===== src/rtl/fre_pkg.sv =====
// ----------------------------------------------------------------------------
// fre_pkg
// Shared types and constants of the four register instruction executor.
// ----------------------------------------------------------------------------
package fre_pkg;

  localparam int MEM_WORDS_DEF  = 1024;
  localparam int PROG_WORDS_DEF = 1024;
  localparam int PC_W           = 11;
  localparam int DATA_W         = 32;

  typedef enum logic [3:0] {
    OP_MOV_I  = 4'd0,
    OP_ADD_I  = 4'd1,
    OP_SUB_I  = 4'd2,
    OP_MUL_I  = 4'd3,
    OP_DIV_I  = 4'd4,
    OP_MOV_R  = 4'd5,
    OP_ADD_R  = 4'd6,
    OP_SUB_R  = 4'd7,
    OP_MUL_R  = 4'd8,
    OP_DIV_R  = 4'd9,
    OP_LOAD   = 4'd10,
    OP_STORE  = 4'd11,
    OP_JMP    = 4'd12,
    OP_JMPZ   = 4'd13
  } op_t;

  localparam logic [1:0] FAULT_NONE = 2'd0;
  localparam logic [1:0] FAULT_DIV0 = 2'd1;
  localparam logic [1:0] FAULT_ADDR = 2'd2;

  localparam logic [1:0] REG_PROG_LEN = 2'd0;

  typedef struct packed {
    logic [3:0]        func;
    logic [1:0]        reg_a;
    logic [1:0]        reg_b;
    logic [DATA_W-1:0] immediate;
  } instr_t;

  typedef struct packed {
    logic [PC_W-1:0]   next_pc;
    logic              finished;
    logic [DATA_W-1:0] r0_value;
    logic [DATA_W-1:0] written_value;
    logic [1:0]        fault;
  } result_t;

endpackage


===== src/rtl/fre_divider.sv =====
// ----------------------------------------------------------------------------
// fre_divider
// Iterative signed divider, one quotient bit per cycle, truncating to zero.
// ----------------------------------------------------------------------------
module fre_divider (
  input  logic        clk,
  input  logic        rst,
  input  logic        start,
  input  logic [31:0] dividend,
  input  logic [31:0] divisor,
  output logic        done,
  output logic [31:0] quotient
);
  import fre_pkg::*;

  logic        busy;
  logic [5:0]  count;
  logic [31:0] q;
  logic [32:0] rem;
  logic [31:0] dvs;
  logic        neg;
  logic [32:0] rem_shift;
  logic [32:0] diff;

  // restoring step
  assign rem_shift = {rem[31:0], q[31]};
  assign diff      = rem_shift - {1'b0, dvs};

  always_ff @(posedge clk) begin
    if (rst) begin
      busy <= 1'b0;
      done <= 1'b0;
    end else begin
      done <= 1'b0;
      if (start) begin
        busy  <= 1'b1;
        count <= 6'd0;
        q     <= dividend[31] ? 32'd0 - dividend : dividend;
        dvs   <= divisor[31] ? 32'd0 - divisor : divisor;
        neg   <= dividend[31] ^ divisor[31];
        rem   <= 33'd0;
      end else if (busy) begin
        if (diff[32]) begin
          rem <= rem_shift;
          q   <= {q[30:0], 1'b0};
        end else begin
          rem <= diff;
          q   <= {q[30:0], 1'b1};
        end
        count <= count + 6'd1;
        if (count == 6'd31) begin
          busy <= 1'b0;
          done <= 1'b1;
        end
      end
    end
  end

  assign quotient = neg ? 32'd0 - q : q;
endmodule


===== config.mk =====
export PLATFORM = sky130hd
export DESIGN_NAME = fre_divider
export DESIGN_NICKNAME = d
export VERILOG_FILES = /design/src/rtl/fre_pkg.sv /design/src/rtl/fre_divider.sv
export SDC_FILE = /design/constraint.sdc
export NUM_CORES = 1
export LEC_CHECK = 0
export ABC_AREA = 1
export BUFFER_PORTS_ARGS = -buffer_cell sky130_fd_sc_hd__buf_4
export CORE_ASPECT_RATIO = 1.5
export CORE_MARGIN = 1.5
export CORE_UTILIZATION = 55
export DETAILED_ROUTE_END_ITERATION = 10
export PLACE_DENSITY = 0.78
export SYNTH_ARGS = -nofsm -noshare
export SYNTH_HDL_FRONTEND = slang
export SYNTH_SLANG_ARGS = --single-unit

===== constraint.sdc =====
create_clock -name clk -period 4.9 [get_ports clk]
set_input_delay 0.245 -clock clk [delete_from_list [all_inputs] [get_ports clk]]
set_output_delay 0.245 -clock clk [all_outputs]
set_load 0.05 [all_outputs]

Word level (Yosys, flattened, before mapping)
Cells that the tools add are included.
{"block": "op_classes", "n_reduce_logical": 4, "eq_ne": 1, "muxes": 13, "n_bitwise": 3, "addsub": 5}
{"operator": "32-bit 2-to-1 mux", "n": 6}
{"operator": "1-bit by 32-bit subtractor with 32-bit output, first input constant", "n": 3}
{"operator": "33-bit by 32-bit subtractor with 33-bit output", "n": 1}
{"operator": "31-bit 2-to-1 mux", "n": 1}
{"operator": "6-bit by 1-bit adder with 6-bit output, second input constant", "n": 1}
{"operator": "6-bit by 5-bit == test with 1-bit output, second input constant", "n": 1}
{"operator": "6-bit 2-to-1 mux", "n": 1}
{"operator": "1-bit 2-to-1 mux", "n": 5}
{"operator": "2-bit AND reduction", "n": 2}
{"operator": "3-bit OR reduction", "n": 1}
{"operator": "1-bit inverter", "n": 2}
{"operator": "2-bit nonzero test", "n": 1}
{"operator": "1-bit XOR", "n": 1}
{"block": "word_totals", "word_cells": 34, "output_inout_bits": 33, "ff_bits": 105, "inputBits": 67}

Logic depth before layout (Yosys ltp)
{"block": "depth", "ltp_word": 4, "depth_mapped": 18, "ltp_nobuf": 17}

Worst setup path after synthesis
OpenSTA, ideal clock, no wires.
{"block": "synth_timing", "path_kind": "input to register", "startpoint": "input start", "endpoint": "register count[0] (enable)", "required_ps": 4378, "n_path_buf": 2, "arrival_time_ps": 4156, "stages": 4, "setup_slack_ps": 222, "setup_ps": 522, "path_cell_list": "clkbuf_1 inv_2 clkbuf_1 a21oi_1"}
{"block": "synth_between", "elab_chain_len": 2}
{"element": "from (decl)", "line": "fre_divider.sv:8", "rtl": "input logic start,"}
{"element": "2-bit nonzero test (no source line)"}
{"element": "2-bit AND reduction (no source line)"}
{"element": "to (signal assigned)", "line": "fre_divider.sv:50", "rtl": "count <= count + 6'd1;"}
{"element": "to (decl)", "line": "fre_divider.sv:17", "rtl": "logic [5:0] count;"}
No other way between the ends.
A chain may end at the register's enable or synchronous reset.

Final worst setup path
{"block": "layout_timing", "startpoint": "register neg", "endpoint": "output quotient[17]"}
{"block": "layout_between", "elab_chain_len": 1}
{"element": "from (decl)", "line": "fre_divider.sv:21", "rtl": "logic neg;"}
{"element": "from (signal assigned)", "line": "fre_divider.sv:40", "rtl": "neg <= dividend[31] ^ divisor[31];"}
{"element": "32-bit 2-to-1 mux", "line": "fre_divider.sv:59", "rtl": "assign quotient = neg ? 32'd0 - q : q;"}
{"element": "to (decl)", "line": "fre_divider.sv:12", "rtl": "output logic [31:0] quotient"}
No other way between the ends.

==> results.md <==
- Outcome: finished clean
- CP endpoint kind: output pin
- Syn_nets: 1515
- Setup tns final: 0 ps
- Pint: 1900 uW
- Final WL: 25.0 mm
- Starting density of the core: 55.8%
- Arr. time, crit path: 2670 ps
- Antenna violation net count after detailed routing: 0
- Main synth FF type: edfxtp_1
- Initial antenna violation count: 0
- PD cells: 299 nW/um^2
- N_diodes: 0
- Endpoints failing hold: 0
- Mapped cell area: 9600 sq um
- Final setup vio count: 0
- Worst hold margin: 101 ps
- Xor/xnor cell area share of the yosys netlist: 8.03%
- Worst Tran Pin Value: 988 ps
- Setup Crit Path Kind: flip-flop to output pin
- CP required: 4660 ps
- Avg Synthesized Cell Area: 6.80 sq um
- Switching portion of total power: 40.9%
- Number of flops mapped to enable cells by yosys: 103
- Number of hold buffers added after cts: 0
- Synth top area cells: edfxtp_1 (32%), nand2_1 (17%), inv_1 (9.3%)
- Clock Skews: 14.2 ps
- Combinational share of power: 42.2%
- Simple-Gate Fraction of Synth Area: 36.8%
- Mux cell area share after synthesis: 0%
- Reg power frac: 36.3%
- Unrepaired setup endpoints after global routing: false
- Min Clock Period, post-route: 2910 ps
- Global-route wire length before repair: 40.4 mm
- Fmax: 344 MHz
- Post-DP HPWL: 20.0 mm
- Rel. slew slack: 34.1%
- Seq/Total Area, Yosys: 32.6%
- Family with the most delay on the worst path: buffers and inverters
- # clock sinks: 105
- Ys async rst share: 0%
- Die X: 111 microns
- CTS tree: yes
- Tot GR Track Use: 27.9%
- H-tree depth: 3
- Final Core Density: 62.4%
- Largest family of logic cells by synthesized area: simple AND/OR/NAND/NOR gates
- Critical-path cell with the highest stage delay: edfxtp_1
- DRT iter0 DRCs: 465
- Buf/Inv on CP: 2
- Synth Area in Adders: 4.90%
- Max incr delay on CP: 810 ps
- Netlist cell types: 47
- Net Sw Power: 1310 uW
- Synthesis-stage register bit count: 105
- Clock Latency Late Sink: 360 ps
- LEAKAGE: 0.00550 uW
- Synth Area in Compound Gates: 6.11%
- CTS Buf Count: 9
- Port Buf Inserts: 99
- CP Cell Sequence: clkinv_1, a31oi_1, xor2_1, buf_4
- Core area: 17200 sq um
- Clk slew on worst S/H paths: 70 ps
- Fin area: 10700 sq um
- Number of vias per cell: 5.21
- Mapped Cells: 1411
- Max Root-Sink Buffers: 2
- Die Ht: 165 microns
- Crit start category: flip-flop
- Drt wl/cell: 14.6 microns
- Die ar.: 18300 sq um
- Layout net count: 1601
- Clock Power Share: 21.5%
- Post-CTS Setup Bufs: 0
- Gp weighted congestion: 1.02
- Worst VDD drop: 0.195 mV
- Placed cell area: 10500 sq um
- Hold WC Path Type: input port to flip-flop
- Share of layout cells above drive strength 1: 14.1%
- Warnings from Yosys: 0
- Detailed Routing Iterations Pass 1: 7
- Synth top area share: 32.2%
- Post-CTS sizing: 0
- Largest net degree at the start of global routing: 81
- # rows: 59
- Num ports: 100
- Vias in the first global route: 8809
- Area grow syn2layout: 11.8%
- Final Cycle Share: 59.4%
- Max-cap viol count: 0
- # fillers: 1629
- Yosys top cell by area: edfxtp_1
- Max FO, Critical Path: 20
- Via count: 8943
- Clock Tree Root: clkbuf_16
- Grt ovf: 0
- # DRC: 0
- Slew Viols, Final: 0
-- final timing paths --
path	depth (start not counted)	to	slack, ps	from
setup / recovery	4	quotient[17]	1990	neg$_DFFE_PP_
hold / removal	1	dvs[0]$_DFFE_PP_	100	divisor[0]
setup reg to reg	17	rem[4]$_SDFFCE_PP0P_	2220	q[31]$_DFFE_PP_
hold reg to reg	2	q[15]$_DFFE_PP_	570	q[14]$_DFFE_PP_
-- Yosys cell counts (8+ instances only) --
master,instances
nand2_1,442
inv_1,238
nor2_1,150
edfxtp_1,103
xor2_1,70
nand3_1,68
o21ai_0,53
nor2_2,42
ha_1,36
a21oi_1,26
nand2_2,21
nand4_1,20
nor3_1,18
xnor2_1,18
clkbuf_1,17
nand3b_1,12
nand2_4,8
-- area by class of cell --
| class | instances | area, sq um | share of cell area, % |
|---|---|---|---|
| multi-input combinational | 1033 | 5380 | 50.1 |
| sequential | 105 | 3130 | 29.2 |
| inverter | 246 | 923 | 8.61 |
| timing repair buffer | 102 | 766 | 7.14 |
| tap | 213 | 267 | 2.48 |
| clock buffer | 11 | 233 | 2.17 |
| clock inverter | 5 | 31.3 | 0.292 |
-- metrics by stage --
step / instances / total power (uW) / setup slack [ps]
6_report: 1715 / 3210 / 1990
3_3_place_gp: 1699 / 2510 / 2350
3_5_place_dp: 1699 / 2530 / 2230
5_1_grt: 1715 / 3410 / 1790
4_1_cts: 1715 / 3220 / 1980
2_1_floorplan: 1411 / 2220 / 222
-- logic make-up (layout without fill, tap and decap cells) --
group | after synthesis | in the layout
XOR/XNOR | 88 | 88
AO/OA/AOI/OAI | 105 | 105
flip-flops | 105 | 105
buffers and inverters | 273 | 364
AND/OR/NAND/NOR | 803 | 803
adder cells (fa/ha/maj) | 37 | 37
-- state kept, by name, summed over array words and instances, names as in the netlist --
| signal | count |
|---|---|
| dvs | 32 |
| q | 32 |
| rem | 32 |
| count | 6 |
| busy | 1 |
| done | 1 |
| neg | 1 |
-- layer usage --
layer | global-route usage (%) | part of all wire (%) | vias to the layer above | wire, microns
met3 | 5.39 | 4.9 | 80 | 1210
met1 | 28.1 | 37 | 4015 | 9160
met2 | 53.1 | 53 | 262 | 13200
met5 | 0 | 0 | - | 0
li1 | - | - | 4586 | -
met4 | 16.7 | 5.5 | 0 | 1370
-- power groups by stage --
stage / combinational [uW] / sequential [uW] / clock (uW)
after detailed placement: 1350 / 1190 / 0
after floorplan: 1050 / 1170 / 0
after global placement: 1330 / 1180 / 0
final: 1350 / 1170 / 692
after global routing: 1500 / 1180 / 734
after CTS: 1350 / 1170 / 699
-- cells in the final DEF (no fill, tap or decap), types with 3 or more instances in the layout --
cell type,n
nand2_1,442
inv_1,238
nor2_1,149
edfxtp_1,103
buf_4,102
xor2_1,70
nand3_1,68
o21ai_0,53
nor2_2,43
ha_1,36
a21oi_1,25
nand2_2,21
nand4_1,20
nor3_1,18
xnor2_1,18
nand3b_1,12
clkbuf_16,9
nand2_4,8
inv_2,7
a31oi_1,5
o211ai_1,5
o21ai_1,4
or2_2,3
o21ai_2,3
nor2_4,3
nand3_2,3
nor4_1,3
-- worst reg2reg max path, cell delays in order (launching register included) --
cell,delay [ps]
edfxtp_1,340
inv_1,90
ha_1,230
fa_1,390
inv_1,90
nand2_1,60
nand2_1,110
nand3_2,90
nand2_4,100
nand2_4,50
nand2_4,70
nand2_4,60
nand2_4,70
nand2_2,70
nand2_4,380
nand2_2,110
nand2_1,90
nor2_2,40
Note: power is estimated with default switching activity, not from simulation.
